<file path="src/sv/riff_wav_stream_parser_unit_macros.svh">
// Assertion macros for the RIFF WAV stream parser.
// Each macro expects i_clk and i_rst_n in the scope where it is used.
`ifndef RIFF_WAV_STREAM_PARSER_UNIT_MACROS_SVH
`define RIFF_WAV_STREAM_PARSER_UNIT_MACROS_SVH

// The consequent must hold in the same cycle as the antecedent.
`define RWSP_ASSERT_SAME(lbl, ante, cons, msg) \
    lbl: assert property (@(posedge i_clk) disable iff (!i_rst_n) (ante) |-> (cons)) \
        else $error(msg);

// The consequent must hold in the cycle after the antecedent.
`define RWSP_ASSERT_NEXT(lbl, ante, cons, msg) \
    lbl: assert property (@(posedge i_clk) disable iff (!i_rst_n) (ante) |=> (cons)) \
        else $error(msg);

`endif

</file>
<file path="src/sv/rwsp_pkg.sv">
// Shared types and constants of the RIFF WAV stream parser.
// No dependencies; the top level, the parser and the result queue import this package.
package rwsp_pkg;

    // Chunk and file identifiers, first byte in bits 7:0.
    localparam logic [31:0] ID_RIFF = 32'h4646_4952;
    localparam logic [31:0] ID_WAVE = 32'h4556_4157;
    localparam logic [31:0] ID_FMT  = 32'h2074_6D66;
    localparam logic [31:0] ID_DATA = 32'h6174_6164;
    localparam logic [31:0] ID_SMPL = 32'h6C70_6D73;

    // Result kinds.
    localparam logic [1:0] KIND_DATA = 2'd0;
    localparam logic [1:0] KIND_FMT  = 2'd1;
    localparam logic [1:0] KIND_LOOP = 2'd2;
    localparam logic [1:0] KIND_END  = 2'd3;

    // End status codes.
    localparam logic [2:0] ST_DONE      = 3'd0;
    localparam logic [2:0] ST_BAD_RIFF  = 3'd1;
    localparam logic [2:0] ST_BAD_SIZE  = 3'd2;
    localparam logic [2:0] ST_BAD_WAVE  = 3'd3;
    localparam logic [2:0] ST_NOT_PCM   = 3'd4;
    localparam logic [2:0] ST_BAD_FMT   = 3'd5;
    localparam logic [2:0] ST_NO_FMT    = 3'd6;
    localparam logic [2:0] ST_OVERRUN   = 3'd7;

    // Format codes.
    localparam logic [2:0] FMT_NONE     = 3'd0;
    localparam logic [2:0] FMT_MONO8    = 3'd1;
    localparam logic [2:0] FMT_MONO16   = 3'd2;
    localparam logic [2:0] FMT_STEREO8  = 3'd3;
    localparam logic [2:0] FMT_STEREO16 = 3'd4;

    // Chunk kinds.
    localparam logic [1:0] CK_OTHER = 2'd0;
    localparam logic [1:0] CK_FMT   = 2'd1;
    localparam logic [1:0] CK_DATA  = 2'd2;
    localparam logic [1:0] CK_SMPL  = 2'd3;

    // Default depth of the result queue; must be at least four.
    localparam int unsigned RWSP_RES_DEPTH = 8;

    // One queued result. The value carries the data word, the sample rate or
    // the loop word, and the code carries the byte count, format or status,
    // depending on the kind.
    typedef struct packed {
        logic [1:0]  kind;
        logic [31:0] value;
        logic [2:0]  code;
        logic        last;
    } t_result;

    // What the parser reports to the top level each cycle.
    typedef struct packed {
        logic [1:0] push_cnt;
        logic       stopped;
    } t_parse_stat;

    function automatic t_result mk_result(input logic [1:0] kind, input logic [31:0] value,
                                          input logic [2:0] code);
        t_result r;
        r.kind  = kind;
        r.value = value;
        r.code  = code;
        r.last  = 1'b0;
        return r;
    endfunction

endpackage

</file>
<file path="src/sv/rwsp_in_if.sv">
// Input channel of the RIFF WAV stream parser: one file word per transfer.
// No dependencies.
interface rwsp_in_if;
    logic        valid;
    logic        ready;
    logic        start_req;
    logic [31:0] word;

    modport source (output valid, output start_req, output word, input ready);
    modport sink   (input valid, input start_req, input word, output ready);
endinterface

</file>
<file path="src/sv/rwsp_out_if.sv">
// Result channel of the RIFF WAV stream parser: one result per transfer.
// No dependencies.
interface rwsp_out_if;
    logic        valid;
    logic        ready;
    logic [1:0]  kind;
    logic [31:0] data_word;
    logic [2:0]  byte_count;
    logic [2:0]  format_code;
    logic [31:0] sample_rate;
    logic [31:0] loop_value;
    logic [2:0]  status;
    logic        last_of_run;

    modport source (output valid, output kind, output data_word, output byte_count,
                    output format_code, output sample_rate, output loop_value,
                    output status, output last_of_run, input ready);
    modport sink   (input valid, input kind, input data_word, input byte_count,
                    input format_code, input sample_rate, input loop_value,
                    input status, input last_of_run, output ready);
endinterface

</file>
<file path="src/sv/riff_wav_stream_parser_unit.sv">
// RIFF WAV stream parser, top level. A result can transfer once the word that
// causes it has passed the input register and been written into the result queue.
// Throughput: one word per cycle while the result queue has four free entries;
// a word yields at most two results, drained from the queue one per cycle while the receiver is ready.
// Reset (synchronous, active low) stops the parser and empties the queue.
// Depends on rwsp_pkg, rwsp_in_if, rwsp_out_if, rwsp_parser, rwsp_result_fifo.
`include "riff_wav_stream_parser_unit_macros.svh"

module riff_wav_stream_parser_unit #(
    parameter int unsigned RES_DEPTH = rwsp_pkg::RWSP_RES_DEPTH
) (
    input  logic      i_clk,
    input  logic      i_rst_n,
    rwsp_in_if.sink   i_in,
    rwsp_out_if.source o_out
);
    import rwsp_pkg::*;

    localparam int unsigned CNT_W = $clog2(RES_DEPTH + 1);
    // Room for the word in the input register and the next one.
    localparam int unsigned ACCEPT_LIMIT = RES_DEPTH - 4;

    logic         in_ready;
    logic         in_xfer;
    logic         r_in_valid;
    logic         r_in_start;
    logic [31:0]  r_in_word;
    t_result      res0;
    t_result      res1;
    t_parse_stat  stat;
    t_result      head;
    logic [CNT_W-1:0] fifo_count;
    logic         pop;
    t_result      last_pushed;

    assign in_ready   = (fifo_count <= CNT_W'(ACCEPT_LIMIT));
    assign in_xfer    = i_in.valid && in_ready;
    assign i_in.ready = in_ready;

    always_ff @(posedge i_clk) begin
        if (!i_rst_n) begin
            r_in_valid <= 1'b0;
        end else begin
            r_in_valid <= in_xfer;
        end
    end

    always_ff @(posedge i_clk) begin
        if (in_xfer) begin
            r_in_start <= i_in.start_req;
            r_in_word  <= i_in.word;
        end
    end

    rwsp_parser u_parser (
        .i_clk   (i_clk),
        .i_rst_n (i_rst_n),
        .i_valid (r_in_valid),
        .i_start (r_in_start),
        .i_word  (r_in_word),
        .o_res0  (res0),
        .o_res1  (res1),
        .o_stat  (stat)
    );

    rwsp_result_fifo #(
        .DEPTH (RES_DEPTH)
    ) u_fifo (
        .i_clk      (i_clk),
        .i_rst_n    (i_rst_n),
        .i_push_cnt (stat.push_cnt),
        .i_push0    (res0),
        .i_push1    (res1),
        .i_pop      (pop),
        .o_head     (head),
        .o_count    (fifo_count)
    );

    assign pop = o_out.valid && o_out.ready;

    // Fields that do not belong to the result kind read as zero.
    assign o_out.valid       = (fifo_count != '0);
    assign o_out.kind        = head.kind;
    assign o_out.data_word   = (head.kind == KIND_DATA) ? head.value : 32'd0;
    assign o_out.byte_count  = (head.kind == KIND_DATA) ? head.code : 3'd0;
    assign o_out.format_code = (head.kind == KIND_FMT) ? head.code : 3'd0;
    assign o_out.sample_rate = (head.kind == KIND_FMT) ? head.value : 32'd0;
    assign o_out.loop_value  = (head.kind == KIND_LOOP) ? head.value : 32'd0;
    assign o_out.status      = (head.kind == KIND_END) ? head.code : 3'd0;
    assign o_out.last_of_run = head.last;

    assign last_pushed = (stat.push_cnt == 2'd2) ? res1 : res0;

    `RWSP_ASSERT_SAME(a_queue_bound, 1'b1, fifo_count <= CNT_W'(RES_DEPTH),
                      "result queue holds more entries than its depth")
    `RWSP_ASSERT_SAME(a_stopped_quiet, r_in_valid && !r_in_start && stat.stopped,
                      stat.push_cnt == 2'd0, "stopped parser emitted a result")
    `RWSP_ASSERT_SAME(a_pair_marks, stat.push_cnt == 2'd2, !res0.last && res1.last,
                      "end of run marked on the wrong result of a pair")
    `RWSP_ASSERT_NEXT(a_end_stops, stat.push_cnt != 2'd0 && last_pushed.kind == KIND_END,
                      stat.stopped, "parser kept running after an end result")

endmodule

</file>
<file path="src/sv/rwsp_result_fifo.sv">
// Result queue of the RIFF WAV stream parser: takes up to two results per
// cycle and hands out one per cycle when popped. Depends on rwsp_pkg.
module rwsp_result_fifo #(
    parameter int unsigned DEPTH = rwsp_pkg::RWSP_RES_DEPTH
) (
    input  logic                        i_clk,
    input  logic                        i_rst_n,
    input  logic [1:0]                  i_push_cnt,
    input  rwsp_pkg::t_result           i_push0,
    input  rwsp_pkg::t_result           i_push1,
    input  logic                        i_pop,
    output rwsp_pkg::t_result           o_head,
    output logic [$clog2(DEPTH+1)-1:0]  o_count
);
    import rwsp_pkg::*;

    localparam int unsigned PTR_W = $clog2(DEPTH);
    localparam int unsigned CNT_W = $clog2(DEPTH + 1);

    t_result            r_mem [DEPTH];
    logic [PTR_W-1:0]   r_wr;
    logic [PTR_W-1:0]   r_rd;
    logic [CNT_W-1:0]   r_count;
    logic [PTR_W-1:0]   wr1;
    logic [PTR_W-1:0]   n_wr;
    logic [PTR_W-1:0]   n_rd;
    logic [CNT_W-1:0]   n_count;

    function automatic logic [PTR_W-1:0] ptr_inc(input logic [PTR_W-1:0] p);
        logic [PTR_W-1:0] q;
        if (p == PTR_W'(DEPTH - 1)) begin
            q = '0;
        end else begin
            q = p + PTR_W'(1);
        end
        return q;
    endfunction

    assign wr1 = ptr_inc(r_wr);

    always_comb begin
        unique case (i_push_cnt)
            2'd1:    n_wr = wr1;
            2'd2:    n_wr = ptr_inc(wr1);
            default: n_wr = r_wr;
        endcase
        n_rd    = i_pop ? ptr_inc(r_rd) : r_rd;
        n_count = r_count + CNT_W'(i_push_cnt) - CNT_W'(i_pop);
    end

    always_ff @(posedge i_clk) begin
        if (!i_rst_n) begin
            r_wr    <= '0;
            r_rd    <= '0;
            r_count <= '0;
        end else begin
            r_wr    <= n_wr;
            r_rd    <= n_rd;
            r_count <= n_count;
        end
    end

    always_ff @(posedge i_clk) begin
        if (i_push_cnt != 2'd0) begin
            r_mem[r_wr] <= i_push0;
        end
        if (i_push_cnt == 2'd2) begin
            r_mem[wr1] <= i_push1;
        end
    end

    assign o_head  = r_mem[r_rd];
    assign o_count = r_count;

endmodule

</file>
<file path="src/sv/rwsp_parser.sv">
// Parsing state machine of the RIFF WAV stream parser: walks the file one
// registered word per cycle while i_valid is high and emits up to two results. Depends on rwsp_pkg.
module rwsp_parser (
    input  logic                  i_clk,
    input  logic                  i_rst_n,
    input  logic                  i_valid,
    input  logic                  i_start,
    input  logic [31:0]           i_word,
    output rwsp_pkg::t_result     o_res0,
    output rwsp_pkg::t_result     o_res1,
    output rwsp_pkg::t_parse_stat o_stat
);
    import rwsp_pkg::*;

    typedef enum logic [5:0] {
        PH_STOP = 6'b000001,
        PH_SIZE = 6'b000010,
        PH_WAVE = 6'b000100,
        PH_CID  = 6'b001000,
        PH_CSZ  = 6'b010000,
        PH_BODY = 6'b100000
    } t_phase;

    t_phase       r_phase,     n_phase;
    logic [29:0]  r_words_left, n_words_left;
    logic [1:0]   r_chunk_kind, n_chunk_kind;
    logic [31:0]  r_chunk_bytes, n_chunk_bytes;
    logic [29:0]  r_body_index, n_body_index;
    logic         r_fmt_ok,    n_fmt_ok;
    logic         r_chan_one,  n_chan_one;
    logic         r_chan_two,  n_chan_two;
    logic [31:0]  r_rate,      n_rate;

    logic         prim_v;
    t_result      prim;
    logic         end_v;
    logic [2:0]   end_status;
    logic [29:0]  wl_dec;
    logic [30:0]  size_words;
    logic [31:0]  rem;
    logic [15:0]  bits;
    logic [2:0]   fmt_code;
    logic         abort;

    assign wl_dec     = r_words_left - 30'd1;
    assign size_words = {1'b0, i_word[31:2]} + 31'(|i_word[1:0]);
    // Bytes of the chunk body from the current word on.
    assign rem        = r_chunk_bytes - {r_body_index, 2'b00};
    assign bits       = i_word[31:16];

    always_comb begin
        if (r_chan_one && bits == 16'd8) begin
            fmt_code = FMT_MONO8;
        end else if (r_chan_one && bits == 16'd16) begin
            fmt_code = FMT_MONO16;
        end else if (r_chan_two && bits == 16'd8) begin
            fmt_code = FMT_STEREO8;
        end else if (r_chan_two && bits == 16'd16) begin
            fmt_code = FMT_STEREO16;
        end else begin
            fmt_code = FMT_NONE;
        end
    end

    always_comb begin
        n_phase       = r_phase;
        n_words_left  = r_words_left;
        n_chunk_kind  = r_chunk_kind;
        n_chunk_bytes = r_chunk_bytes;
        n_body_index  = r_body_index;
        n_fmt_ok      = r_fmt_ok;
        n_chan_one    = r_chan_one;
        n_chan_two    = r_chan_two;
        n_rate        = r_rate;
        prim_v        = 1'b0;
        prim          = mk_result(KIND_DATA, 32'd0, 3'd0);
        end_v         = 1'b0;
        end_status    = ST_DONE;
        abort         = 1'b0;

        if (i_valid) begin
            if (i_start) begin
                n_words_left  = '0;
                n_chunk_kind  = CK_OTHER;
                n_chunk_bytes = '0;
                n_body_index  = '0;
                n_fmt_ok      = 1'b0;
                n_chan_one    = 1'b0;
                n_chan_two    = 1'b0;
                n_rate        = '0;
                if (i_word != ID_RIFF) begin
                    end_v      = 1'b1;
                    end_status = ST_BAD_RIFF;
                end else begin
                    n_phase = PH_SIZE;
                end
            end else begin
                unique case (r_phase)
                    PH_SIZE: begin
                        if (i_word < 32'd4) begin
                            end_v      = 1'b1;
                            end_status = ST_BAD_SIZE;
                        end else begin
                            n_words_left = 30'((i_word - 32'd1) >> 2);
                            n_phase      = PH_WAVE;
                        end
                    end
                    PH_WAVE: begin
                        if (i_word != ID_WAVE) begin
                            end_v      = 1'b1;
                            end_status = ST_BAD_WAVE;
                        end else if (r_words_left < 30'd2) begin
                            end_v = 1'b1;
                        end else begin
                            n_phase = PH_CID;
                        end
                    end
                    PH_CID: begin
                        priority if (i_word == ID_FMT) begin
                            n_chunk_kind = CK_FMT;
                        end else if (i_word == ID_DATA) begin
                            n_chunk_kind = CK_DATA;
                        end else if (i_word == ID_SMPL) begin
                            n_chunk_kind = CK_SMPL;
                        end else begin
                            n_chunk_kind = CK_OTHER;
                        end
                        n_words_left = wl_dec;
                        n_phase      = PH_CSZ;
                    end
                    PH_CSZ: begin
                        n_chunk_bytes = i_word;
                        n_words_left  = wl_dec;
                        n_body_index  = '0;
                        // Overrun is checked before the other header errors.
                        if (size_words > {1'b0, wl_dec}) begin
                            end_v      = 1'b1;
                            end_status = ST_OVERRUN;
                        end else if (r_chunk_kind == CK_DATA && !r_fmt_ok) begin
                            end_v      = 1'b1;
                            end_status = ST_NO_FMT;
                        end else if ((r_chunk_kind == CK_FMT && i_word < 32'd16) ||
                                     (r_chunk_kind == CK_SMPL && i_word < 32'd32)) begin
                            end_v      = 1'b1;
                            end_status = ST_OVERRUN;
                        end else if (i_word == 32'd0) begin
                            if (wl_dec < 30'd2) begin
                                end_v = 1'b1;
                            end else begin
                                n_phase = PH_CID;
                            end
                        end else begin
                            n_phase = PH_BODY;
                        end
                    end
                    PH_BODY: begin
                        n_words_left = wl_dec;
                        unique case (r_chunk_kind)
                            CK_FMT: begin
                                if (r_body_index == 30'd0) begin
                                    if (i_word[15:0] != 16'd1) begin
                                        end_v      = 1'b1;
                                        end_status = ST_NOT_PCM;
                                        abort      = 1'b1;
                                    end else begin
                                        n_chan_one = (bits == 16'd1);
                                        n_chan_two = (bits == 16'd2);
                                    end
                                end else if (r_body_index == 30'd1) begin
                                    n_rate = i_word;
                                end else if (r_body_index == 30'd3) begin
                                    if (fmt_code == FMT_NONE) begin
                                        end_v      = 1'b1;
                                        end_status = ST_BAD_FMT;
                                        abort      = 1'b1;
                                    end else begin
                                        n_fmt_ok = 1'b1;
                                        prim_v   = 1'b1;
                                        prim     = mk_result(KIND_FMT, r_rate, fmt_code);
                                    end
                                end
                            end
                            CK_DATA: begin
                                prim_v = 1'b1;
                                prim   = mk_result(KIND_DATA, i_word,
                                                   (rem > 32'd4) ? 3'd4 : rem[2:0]);
                            end
                            CK_SMPL: begin
                                if (r_body_index == 30'd7) begin
                                    prim_v = 1'b1;
                                    prim   = mk_result(KIND_LOOP, i_word, 3'd0);
                                end
                            end
                            default: begin
                            end
                        endcase
                        if (!abort) begin
                            n_body_index = r_body_index + 30'd1;
                            // The chunk ends on the word that holds its last bytes.
                            if (rem <= 32'd4) begin
                                if (wl_dec < 30'd2) begin
                                    end_v = 1'b1;
                                end else begin
                                    n_phase = PH_CID;
                                end
                            end
                        end
                    end
                    default: begin
                    end
                endcase
            end
        end

        if (end_v) begin
            n_phase = PH_STOP;
        end
    end

    always_comb begin
        o_res0 = mk_result(KIND_END, 32'd0, end_status);
        o_res1 = mk_result(KIND_END, 32'd0, end_status);
        if (prim_v) begin
            o_res0 = prim;
        end
        unique case ({prim_v, end_v})
            2'b11: begin
                o_stat.push_cnt = 2'd2;
                o_res1.last     = 1'b1;
            end
            2'b10, 2'b01: begin
                o_stat.push_cnt = 2'd1;
                o_res0.last     = 1'b1;
            end
            default: begin
                o_stat.push_cnt = 2'd0;
            end
        endcase
        o_stat.stopped = (r_phase == PH_STOP);
    end

    always_ff @(posedge i_clk) begin
        if (!i_rst_n) begin
            r_phase  <= PH_STOP;
            r_fmt_ok <= 1'b0;
        end else begin
            r_phase  <= n_phase;
            r_fmt_ok <= n_fmt_ok;
        end
    end

    always_ff @(posedge i_clk) begin
        r_words_left  <= n_words_left;
        r_chunk_kind  <= n_chunk_kind;
        r_chunk_bytes <= n_chunk_bytes;
        r_body_index  <= n_body_index;
        r_chan_one    <= n_chan_one;
        r_chan_two    <= n_chan_two;
        r_rate        <= n_rate;
    end

endmodule
</file>
<file path="src/flat_wrapper.sv">
// flat-port wrapper written by rule: the top's interface ports become plain ports
module riff_wav_stream_parser_unit_flat import rwsp_pkg::*;
#(
    parameter int unsigned RES_DEPTH = rwsp_pkg::RWSP_RES_DEPTH
)
  (i_clk, i_rst_n, i_in_valid, i_in_start_req, i_in_word, i_in_ready, o_out_valid, o_out_kind, o_out_data_word, o_out_byte_count, o_out_format_code, o_out_sample_rate, o_out_loop_value, o_out_status, o_out_last_of_run, o_out_ready);
  rwsp_in_if i_in_i ();
  rwsp_out_if o_out_i ();
  input  logic i_clk;
  input  logic i_rst_n;
  input wire logic [$bits(i_in_i.valid)-1:0] i_in_valid;
  input wire logic [$bits(i_in_i.start_req)-1:0] i_in_start_req;
  input wire logic [$bits(i_in_i.word)-1:0] i_in_word;
  output wire logic [$bits(i_in_i.ready)-1:0] i_in_ready;
  output wire logic [$bits(o_out_i.valid)-1:0] o_out_valid;
  output wire logic [$bits(o_out_i.kind)-1:0] o_out_kind;
  output wire logic [$bits(o_out_i.data_word)-1:0] o_out_data_word;
  output wire logic [$bits(o_out_i.byte_count)-1:0] o_out_byte_count;
  output wire logic [$bits(o_out_i.format_code)-1:0] o_out_format_code;
  output wire logic [$bits(o_out_i.sample_rate)-1:0] o_out_sample_rate;
  output wire logic [$bits(o_out_i.loop_value)-1:0] o_out_loop_value;
  output wire logic [$bits(o_out_i.status)-1:0] o_out_status;
  output wire logic [$bits(o_out_i.last_of_run)-1:0] o_out_last_of_run;
  input wire logic [$bits(o_out_i.ready)-1:0] o_out_ready;
  assign i_in_i.valid = i_in_valid;
  assign i_in_i.start_req = i_in_start_req;
  assign i_in_i.word = i_in_word;
  assign i_in_ready = i_in_i.ready;
  assign o_out_valid = o_out_i.valid;
  assign o_out_kind = o_out_i.kind;
  assign o_out_data_word = o_out_i.data_word;
  assign o_out_byte_count = o_out_i.byte_count;
  assign o_out_format_code = o_out_i.format_code;
  assign o_out_sample_rate = o_out_i.sample_rate;
  assign o_out_loop_value = o_out_i.loop_value;
  assign o_out_status = o_out_i.status;
  assign o_out_last_of_run = o_out_i.last_of_run;
  assign o_out_i.ready = o_out_ready;
  riff_wav_stream_parser_unit #(.RES_DEPTH(RES_DEPTH)) u_core (.i_clk(i_clk), .i_rst_n(i_rst_n), .i_in(i_in_i), .o_out(o_out_i));
endmodule
</file>
<file path="config.mk">
export PLATFORM = sky130hd
export DESIGN_NAME = riff_wav_stream_parser_unit_flat
export DESIGN_NICKNAME = d
export VERILOG_FILES = /design/src/sv/rwsp_pkg.sv /design/src/sv/rwsp_in_if.sv /design/src/sv/rwsp_out_if.sv /design/src/sv/riff_wav_stream_parser_unit.sv /design/src/sv/rwsp_result_fifo.sv /design/src/sv/rwsp_parser.sv /design/src/flat_wrapper.sv
export VERILOG_INCLUDE_DIRS = /design/src /design/src/sv
export SDC_FILE = /design/constraint.sdc
export NUM_CORES = 1
export LEC_CHECK = 0
export ABC_AREA = 1
export BUFFER_PORTS_ARGS = -buffer_cell sky130_fd_sc_hd__clkbuf_2
export CAP_MARGIN = 20
export CELL_PAD_IN_SITES_DETAIL_PLACEMENT = 1
export CELL_PAD_IN_SITES_GLOBAL_PLACEMENT = 1
export CORE_UTILIZATION = 25
export CTS_CLUSTER_SIZE = 40
export DETAILED_ROUTE_END_ITERATION = 10
export HOLD_SLACK_MARGIN = 0.05
export PLACE_DENSITY_LB_ADDON = 0.08
export SLEW_MARGIN = 20
export SYNTH_ARGS = -nofsm -noshare
export SYNTH_HDL_FRONTEND = slang
export SYNTH_SLANG_ARGS = --single-unit
</file>
<file path="constraint.sdc">
create_clock -name i_clk -period 7.7 [get_ports i_clk]
set_input_delay 1.155 -clock i_clk [delete_from_list [all_inputs] [get_ports i_clk]]
set_output_delay 1.155 -clock i_clk [all_outputs]
set_load 0.03 [all_outputs]
</file>
==> impl_metrics.env, run 1 <==
export IMPL_finalWorstSetupSlack_ns=1.10
export IMPL_yosysMostFrequentCell="nand2_1"
export IMPL_grt_max_degree=77
export IMPL_finalSetupTns_ns=0
export IMPL_vias=24800
export IMPL_first_global_vias=25000
export IMPL_drt_first_pass_iters=5
export IMPL_max_freq_ghz=0.151
export IMPL_drive_gt1_share_pct=9.89
export IMPL_synth_edff_count=193
export IMPL_fp_dieH_um=328
export IMPL_initial_utilization_pct=25.2
export IMPL_slew_limit_headroom_pct=31.1
export IMPL_r2r_end="u_core.u_fifo.r_mem[0][0]"
export IMPL_ant_nets=0
export IMPL_fin_skew_ns=0.0466
export IMPL_yosys_area_top_type_share_pct=22.1
export IMPL_ys_seq_elements=486
export IMPL_hp_class="register to register"
export IMPL_crit_slowest_cell="clkinv_1"
export IMPL_cts_buffers=60
export IMPL_maxCapViolCount=0
export IMPL_clock_latency_ns=0.68
export IMPL_antenna_found_initial=3
export IMPL_drc=0
export IMPL_reg2reg_setup_slack_ns=1.10
export IMPL_p_seq_share_pct=34.2
export IMPL_slew_violations=0
export IMPL_syn_area_um2=26600
export IMPL_seq_area_frac_synth_pct=43.9
export IMPL_ios=147
export IMPL_rr_worst_depth=34
export IMPL_synthCells=3600
export IMPL_core_um2=105000
export IMPL_placed_area_um2=28800
export IMPL_die_area_um2=108000
export IMPL_stdcell_area_um2=30800
export IMPL_htree_levels=2
export IMPL_cts_root_buf="clkbuf_16"
export IMPL_fin_crit_ns=6.60
export IMPL_p_int_mw=5.65
export IMPL_worst_pin_slew_ns=1.03
export IMPL_fin_crit_sh_pct=85.8
export IMPL_grtUsageTotal_pct=20.3
export IMPL_drt_initial_drc_count=1393
export IMPL_gr_total_overflow=0
export IMPL_reg2reg_from="u_core.r_in_word[0]"
export IMPL_syn_avg_cell_area_um2=7.38
export IMPL_worstPathMaxFanout=22
export IMPL_finalSetupViolations=0
export IMPL_netSwitchingPower_mw=4.07
export IMPL_drt_total_wl_um=111000
export IMPL_min_from="u_core.u_fifo.r_mem[3][22]"
export IMPL_cts_tree="yes"
export IMPL_path_clk_slew_ns=0.06
export IMPL_synthFlopType="dfxtp_1"
export IMPL_switching_share_pct=41.9
export IMPL_ys_types=58
export IMPL_crit_type="register to register"
export IMPL_fin_total_pwr_mw=9.72
export IMPL_leakagePower_nw=13.3
export IMPL_via_per_inst=4.84
export IMPL_clk_path_buf_depth=3
export IMPL_synth_warnings=0
export IMPL_gp_congestion=0.827
export IMPL_clkSinkCount=486
export IMPL_path_common_cell="nand2_1"
export IMPL_synthesis_nets=3721
export IMPL_crit_arrival_ns=6.92
export IMPL_hold_end="u_core.u_fifo.r_mem[3][22]"
export IMPL_hold_path_cell_count=2
export IMPL_clockPowerShare_pct=29.9
export IMPL_rows=119
export IMPL_p_per_area_nw_per_um2=315
export IMPL_post_dp_hpwl_um=79800
export IMPL_peakVddDrop_v=0.000318
export IMPL_cts_hold_buffers=0
export IMPL_worstSetupStartpointType="register"
export IMPL_endpoint_kind="register"
export IMPL_async_flop_share_pct=0
export IMPL_cts_setup_buffers=0
export IMPL_yosysTopAreaCell="dfxtp_1"
export IMPL_yosys_top_cells_area="dfxtp_1 (22%), edfxtp_1 (22%), nand2_1 (8.9%)"
export IMPL_cpPeakStageDelay_ns=0.76
export IMPL_rsz0062_at_grt="false"
export IMPL_cts_resized=0
export IMPL_fill_cells=12900
export IMPL_p_comb_share_pct=36.0
export IMPL_wl_per_cell_um=21.7
export IMPL_status="completed"
export IMPL_grt_pass1_wl_um=165000
export IMPL_synthTopCellsByCount="nand2_1 (632), inv_1 (462), nor2_1 (434)"
export IMPL_required_ns=8.01
export IMPL_io_buffers=146
export IMPL_place_ws_ns=1.03
export IMPL_area_growth_pct=16.0
export IMPL_die_x_um=328
export IMPL_finalHoldViolations=0
export IMPL_final_nets=3810
[per-stage QoR]
step	hold WS, ns	std cells	utilization (%)
detailed placement	0.440	5016	27.3
floorplan	0.423	3600	-
global placement	0.435	5016	27.3
finish	0.454	5133	29.3
global route	0.470	5132	29.3
CTS	0.456	5130	29.2
[power by group through the flow]
stage	Clock, mW	Combinational [mW]	Sequential (mW)
after floorplan	0	2.44	3.22
after global routing	3.10	3.90	3.36
after detailed placement	0	3.57	3.38
final	2.90	3.50	3.32
after CTS	2.99	3.58	3.33
after global placement	0	3.57	3.38
[cell usage in the layout, fill, tap and decap left out, drive strengths merged, types with 3 or more instances in the layout]
cell type,Yosys,final
or2,3,3
a211oi,7,7
xor2,40,40
clkbuf,135,231
clkinv,7,30
o21ai,407,407
edfxtp,193,193
o21a,3,3
and2,3,3
nand4,49,49
xnor2,5,5
bufinv,0,3
nor2,442,442
inv,473,473
a221oi,6,6
ha,82,82
dfxtp,293,293
nand3,265,265
a21oi,220,220
nor3,60,60
clkinvlp,0,3
nor4,16,16
a31oi,22,22
buf,19,35
nand2,666,666
nand3b,11,11
o22ai,148,148
[cell families after synthesis]
family	count (synthesis)	synth area share, %
DFF	486	43.9
AOI/OAI and AO/OA	832	17.0
xor gates and xnor gates	45	1.48
buffers and inverters	634	9.08
adders and majority gates	84	4.01
and+or+nand+nor	1519	24.6
[flip-flops by register name, indices dropped and copies added, names as in the netlist, 4 cells and up, named ones only]
signal and flops:
u_core.u_parser.r_chunk_bytes 32, u_core.u_fifo.o_count 4, u_core.u_fifo.r_mem 304, u_core.u_parser.r_body_index 30, u_core.r_in_word 32, u_core.u_parser.r_rate 32, u_core.u_parser.r_words_left 30, u_core.u_parser.r_phase 6
[how the worst max path moves through the flow]
stage               slack, ns                start                   endpoint  cells past startpoint
floorplan                2.55  u_core.r_in_word[1]  u_core.u_fifo.r_mem[6][0]                     35
global placement         1.15  u_core.r_in_word[1]  u_core.u_fifo.r_mem[0][3]                     34
detailed placement       1.03  u_core.r_in_word[0]  u_core.u_fifo.r_mem[0][3]                     34
CTS                      1.04  u_core.r_in_word[0]  u_core.u_fifo.r_mem[0][0]                     34
global route             0.32  u_core.r_in_word[0]  u_core.u_fifo.r_mem[0][1]                     34
finish                   1.10  u_core.r_in_word[0]  u_core.u_fifo.r_mem[0][0]                     34
[layout make-up]
type                            count  area, µm²  area share (%)
Tap cell                         1391       1740            5.65
Inverter                          480       1800            5.85
Clock buffer                       85       1730            5.60
Clock inverter                     29        297           0.962
Sequential cell                   486      11700            37.9
Timing Repair Buffer              181       1020            3.31
Antenna cell                        1       2.50         0.00812
Multi-Input combinational cell   2480      12600            40.7
[critical path, delay by kind of cell, from the launching register on]
kind	cells	cell delay, ns
fa+ha+maj	4	0.89
simple gates	23	3.63
flops	1	0.42
buf+inv	6	1.20
xor+xnor	1	0.17
[metal layers]
metal  GRT usage [%]  vias up  wire length, µm
met5               0        -                0
met2            34.8      379            53100
met4            4.72        0             2360
met3            2.21      122             3260
met1            27.3    12100            52500
li1                -    12300                -
No activity file was read; power rests on OpenSTA's default activity.
==> run 2: changes to the inputs <==
Settings changed: ABC_AREA 1 to not set, CORE_UTILIZATION 25 to 40.
==> impl_metrics.env, run 2 <==
export IMPL_status="completed"
export IMPL_peakVddDrop_v=0.000204
export IMPL_synthesis_nets=3050
export IMPL_hp_class="register to register"
export IMPL_cpPeakStageDelay_ns=0.67
export IMPL_worst_pin_slew_ns=1.06
export IMPL_rows=94
export IMPL_finalHoldViolations=0
export IMPL_antenna_found_initial=0
export IMPL_cts_buffers=57
export IMPL_htree_levels=2
export IMPL_gp_congestion=0.933
export IMPL_maxCapViolCount=0
export IMPL_vias=23300
export IMPL_ios=147
export IMPL_crit_type="register to register"
export IMPL_fin_util_pct=45.9
export IMPL_endpoint_kind="register"
export IMPL_synthTopCellsByCount="nand2_1 (453), dfxtp_1 (293), nor2_1 (252)"
export IMPL_gr_total_overflow=0
export IMPL_grtUsageTotal_pct=28.9
export IMPL_post_dp_hpwl_um=67100
export IMPL_top_register="u_core.u_fifo.r_mem"
export IMPL_synthCells=2929
export IMPL_synth_edff_count=193
export IMPL_syn_area_um2=26600
export IMPL_max_freq_ghz=0.143
export IMPL_drc=0
export IMPL_crit_arrival_ns=7.51
export IMPL_slew_violations=0
export IMPL_synth_warnings=0
export IMPL_cts_root_buf="clkbuf_16"
export IMPL_largest_reg_flops=304
export IMPL_async_flop_share_pct=0
export IMPL_syn_avg_cell_area_um2=9.07
export IMPL_drt_initial_drc_count=1499
export IMPL_required_ns=8.21
export IMPL_fin_crit_ns=7.00
export IMPL_path_clk_slew_ns=0.06
export IMPL_slew_limit_headroom_pct=29.2
export IMPL_finalSetupViolations=0
export IMPL_placed_cells=3791
export IMPL_synthFlopType="dfxtp_1"
export IMPL_finalSetupTns_ns=0
export IMPL_core_um2=65700
export IMPL_leakagePower_nw=10.7
export IMPL_ant_nets=0
export IMPL_ys_types=88
export IMPL_fin_skew_ns=0.0369
export IMPL_drt_total_wl_um=98000
export IMPL_die_area_um2=67500
export IMPL_worstPathMaxFanout=23
export IMPL_wl_per_cell_um=25.2
export IMPL_drt_first_pass_iters=5
export IMPL_first_global_vias=24300
export IMPL_ys_seq_elements=486
export IMPL_path_common_cell="ha_1"
export IMPL_mostFrequentLayoutCell="nand2_1"
export IMPL_io_buffers=146
export IMPL_crit_slowest_cell="nor3_2"
export IMPL_seq_area_frac_synth_pct=43.9
export IMPL_rsz0062_at_grt="false"
export IMPL_yosysTopAreaCell="dfxtp_1"
export IMPL_clk_path_buf_depth=3
export IMPL_instances_no_fill=3896
export IMPL_yosysMostFrequentCell="nand2_1"
export IMPL_initial_utilization_pct=40.4
export IMPL_die_x_um=260
export IMPL_p_per_area_nw_per_um2=247
export IMPL_fp_dieH_um=260
export IMPL_cts_tree="yes"
export IMPL_drive_gt1_share_pct=14.1
export IMPL_clock_latency_ns=0.65
export IMPL_final_nets=3107
export IMPL_grt_max_degree=66
export IMPL_grt_pass1_wl_um=149000
export IMPL_clkSinkCount=486
export IMPL_yosys_area_top_type_share_pct=22.1
export IMPL_fin_crit_sh_pct=90.9
export IMPL_fin_total_pwr_mw=7.44
export IMPL_cts_setup_buffers=0
export IMPL_via_per_inst=5.97
export IMPL_worstSetupStartpointType="register"
export IMPL_yosys_top_cells_area="dfxtp_1 (22%), edfxtp_1 (22%), mux4_2 (6.4%)"
export IMPL_final_cell_mix="nand2_1 (448), dfxtp_1 (290), nor2_1 (247), a21oi_1 (215), edfxtp_1 (193)"
export IMPL_area_growth_pct=13.5
## run 2: per-layer routing
| layer | GRT usage (%) | share of wire, % | wire length, µm | vias up |
|---|---|---|---|---|
| li1 | - | - | - | 10700 |
| met1 | 37.1 | 43 | 41800 | 11800 |
| met2 | 50.5 | 50 | 48600 | 657 |
| met3 | 3.64 | 5.2 | 5110 | 165 |
| met4 | 8.64 | 2.6 | 2510 | 0 |
| met5 | 0 | 0 | 0 | - |
## run 2: report_power, final
| part | switching [mW] | internal, mW | total [mW] |
|---|---|---|---|
| sequential | 0.230 | 2.86 | 3.09 |
| clock | 1.16 | 1.60 | 2.77 |
| combinational | 1.04 | 0.544 | 1.58 |
| total | 2.43 | 5.01 | 7.44 |
## run 2: logic make-up after synthesis
logic type               after synthesis  share of synthesized area, %
XOR/XNOR                             109                          3.59
flip-flops                           486                          43.9
AO/OA/AOI/OAI                        626                          14.6
adder cells (fa/ha/maj)               84                          4.01
buffers and inverters                278                          4.01
multiplexers                         119                          8.08
AND/OR/NAND/NOR                     1227                          21.9
## run 2: worst paths after layout
check / endpoint / slack (ns) / cells past startpoint / from
max reg2reg: u_core.u_fifo.r_mem[0][7] / 0.70 / 25 / u_core.r_in_word[0]
min: u_core.u_fifo.r_mem[6][16] / 0.45 / 2 / u_core.u_fifo.r_mem[6][16]
max: u_core.u_fifo.r_mem[0][7] / 0.70 / 25 / u_core.r_in_word[0]
min reg2reg: u_core.u_fifo.r_mem[6][16] / 0.45 / 2 / u_core.u_fifo.r_mem[6][16]
## run 2: stage by stage
step                      hold slack (ns)  worst slack [ns]  cell area, µm²
final                               0.450             0.697           30200
after global routing                0.473             0.100           30200
after CTS                           0.455             0.299           30100
after detailed placement            0.447             0.337           28200
after global placement              0.438             0.544           28200
after floorplan                     0.433              1.96           26600
## run 2: timing repair
action                     CTS  global route
setup endpoints to repair    0           184
hold buffers                 0             0
hold endpoints to repair     0             0
gates resized for setup      0             3
## run 2: critical path: cells and delay by family (launching register included)
family / cells / cell delay [ns]
and+or+nand+nor: 15 / 3.88
adders and majority gates: 4 / 1.21
buffers and inverters: 2 / 0.63
DFF: 1 / 0.52
xor gates and xnor gates: 1 / 0.18
AOI/OAI and AO/OA: 3 / 0.44
## run 2: area by class of cell
class                   instances  area, µm²
repair buffers                204       1270
flip-flops and latches        486      11700
clock inverters                28        328
inverters                      72        270
clock buffers                  76       1570
well taps                     864       1080
multi-input cells            2165      14000
fillers                      7560      35600
diodes                          1       2.50
==> run 3: changes to the inputs <==
Settings changed: ABC_AREA set to 1, CTS_CLUSTER_SIZE 40 to 12.
==> impl_metrics.env, run 3 (synthesis gave the netlist of run 1 again) <==
export IMPL_status="completed"
export IMPL_fin_crit_ns=6.73
export IMPL_post_dp_hpwl_um=71900
export IMPL_final_nets=3808
export IMPL_wl_per_cell_um=21.8
export IMPL_largest_reg_flops=304
export IMPL_cts_setup_buffers=0
export IMPL_stdcell_area_um2=29900
export IMPL_worst_pin_slew_ns=1.05
export IMPL_drt_first_pass_iters=5
export IMPL_mostFrequentLayoutCell="nand2_1"
export IMPL_ant_nets=0
export IMPL_p_per_area_nw_per_um2=317
export IMPL_crit_type="register to register"
export IMPL_fill_cells=8196
export IMPL_fin_crit_sh_pct=87.3
export IMPL_rr_worst_depth=36
export IMPL_gr_total_overflow=0
export IMPL_finalSetupTns_ns=0
export IMPL_fin_skew_ns=0.0461
export IMPL_antenna_cells=0
export IMPL_die_x_um=260
export IMPL_grt_pass1_wl_um=154000
export IMPL_cpPeakStageDelay_ns=0.57
export IMPL_hold_end="u_core.u_fifo.r_mem[3][20]"
export IMPL_first_global_vias=26600
export IMPL_endpoint_kind="register"
export IMPL_io_buffers=146
export IMPL_hold_path_cell_count=2
export IMPL_path_common_cell="nand2_1"
export IMPL_required_ns=8.17
export IMPL_drive_gt1_share_pct=9.41
export IMPL_cts_tree="yes"
export IMPL_grt_max_degree=104
export IMPL_fin_total_pwr_mw=9.49
export IMPL_final_cell_mix="nand2_1 (631), inv_1 (459), nor2_1 (434), o21ai_0 (306), dfxtp_1 (290)"
export IMPL_gp_congestion=0.915
export IMPL_worstSetupStartpointType="register"
export IMPL_fp_dieH_um=260
export IMPL_antenna_found_initial=0
export IMPL_core_um2=65700
export IMPL_drt_initial_drc_count=1605
export IMPL_slew_violations=0
export IMPL_top_register="u_core.u_fifo.r_mem"
export IMPL_max_freq_ghz=0.149
export IMPL_holdWs_ns=0.454
export IMPL_reg2reg_setup_slack_ns=0.97
export IMPL_met3_usage_pct=3.14
export IMPL_leakagePower_nw=13.2
export IMPL_crit_slowest_cell="nand2_1"
export IMPL_placed_area_um2=28100
export IMPL_clkSinkCount=486
export IMPL_area_growth_pct=12.6
export IMPL_finalSetupViolations=0
export IMPL_finalHoldViolations=0
export IMPL_grtUsageMet2_pct=51.6
export IMPL_cts_resized=0
export IMPL_grt_busiest_layer="met2"
export IMPL_die_area_um2=67500
export IMPL_cts_buffers=54
export IMPL_hp_class="register to register"
export IMPL_grtUsageTotal_pct=29.2
export IMPL_cts_root_buf="clkbuf_16"
export IMPL_rows=94
export IMPL_use_met1_pct=36.9
export IMPL_drc=0
export IMPL_r2r_end="u_core.u_fifo.r_mem[6][29]"
export IMPL_min_from="u_core.u_fifo.r_mem[3][20]"
export IMPL_clk_path_buf_depth=3
export IMPL_via_per_inst=5.62
export IMPL_maxCapViolCount=0
export IMPL_rsz0062_at_grt="false"
export IMPL_drt_total_wl_um=100000
export IMPL_reg2reg_from="u_core.r_in_word[1]"
export IMPL_slew_limit_headroom_pct=30.2
export IMPL_ios=147
export IMPL_vias=25800
export IMPL_cts_hold_buffers=0
export IMPL_initial_utilization_pct=40.4
export IMPL_path_clk_slew_ns=0.06
export IMPL_crit_arrival_ns=7.20
export IMPL_clock_latency_ns=0.64
export IMPL_worstPathMaxFanout=23
export IMPL_htree_levels=2
export IMPL_peakVddDrop_v=0.000217
-- run 3: cell types whose count changed in the layout (fill, tap and decap cells not counted), moves of 113 or more --
| cell | previous run | this run |
|---|---|---|
| inv_1 | 72 | 459 |
| nand2_1 | 448 | 631 |
| nand3_1 | 140 | 263 |
| nor2_1 | 247 | 434 |
| o21ai_0 | 153 | 306 |
| o22ai_1 | 35 | 148 |
-- run 3: worst max-delay path: cells and delay by family, from the launching register on --
family                   cells  cell delay [ns]
AO/OA/AOI/OAI                1             0.14
XOR/XNOR                     1             0.16
adder cells (fa/ha/maj)      4             0.91
buffers and inverters        7             1.13
flip-flops                   1             0.41
AND/OR/NAND/NOR             23             3.83
-- run 3: area by class of cell --
cell class	instances	area (µm²)	area share, %
well taps	864	1080	3.61
flip-flops and latches	486	11700	39.0
repair buffers	185	1020	3.42
clock buffers	74	1530	5.10
clock inverters	25	303	1.01
inverters	480	1800	6.03
multi-input cells	2480	12500	41.9
-- run 3: power by group --
group | leakage (nW) | internal [mW] | total [mW] | switching [mW]
clock network | 0.898 | 1.56 | 2.69 | 1.13
logic | 8.13 | 0.937 | 3.51 | 2.57
registers | 4.19 | 3.06 | 3.29 | 0.235
total | 13.2 | 5.55 | 9.49 | 3.93
-- run 3: worst max-delay path by stage --
stage / startpoint / to / depth (start not counted)
2_1_floorplan: u_core.r_in_word[1] / u_core.u_fifo.r_mem[6][0] / 35
3_3_place_gp: u_core.r_in_word[1] / u_core.u_fifo.r_mem[4][12] / 32
3_5_place_dp: u_core.r_in_word[1] / u_core.u_fifo.r_mem[6][12] / 36
4_1_cts: u_core.r_in_word[1] / u_core.u_fifo.r_mem[6][29] / 36
5_1_grt: u_core.r_in_word[1] / u_core.u_fifo.r_mem[6][30] / 36
6_report: u_core.r_in_word[1] / u_core.u_fifo.r_mem[6][29] / 36
-- run 3: routing by layer --
layer  wire [µm]  vias up
met5           0        -
met4        2840        0
met3        4080      159
met2       49500      592
met1       43800    12800
li1            -    12300
-- run 3: per-stage QoR --
step	instances	utilization, %	setup slack (ns)
finish	4594	45.5	0.974
global route	4594	45.5	0.536
CTS	4594	45.5	1.09
detailed placement	4495	42.7	1.11
global placement	4495	42.7	1.23
floorplan	3600	-	2.55
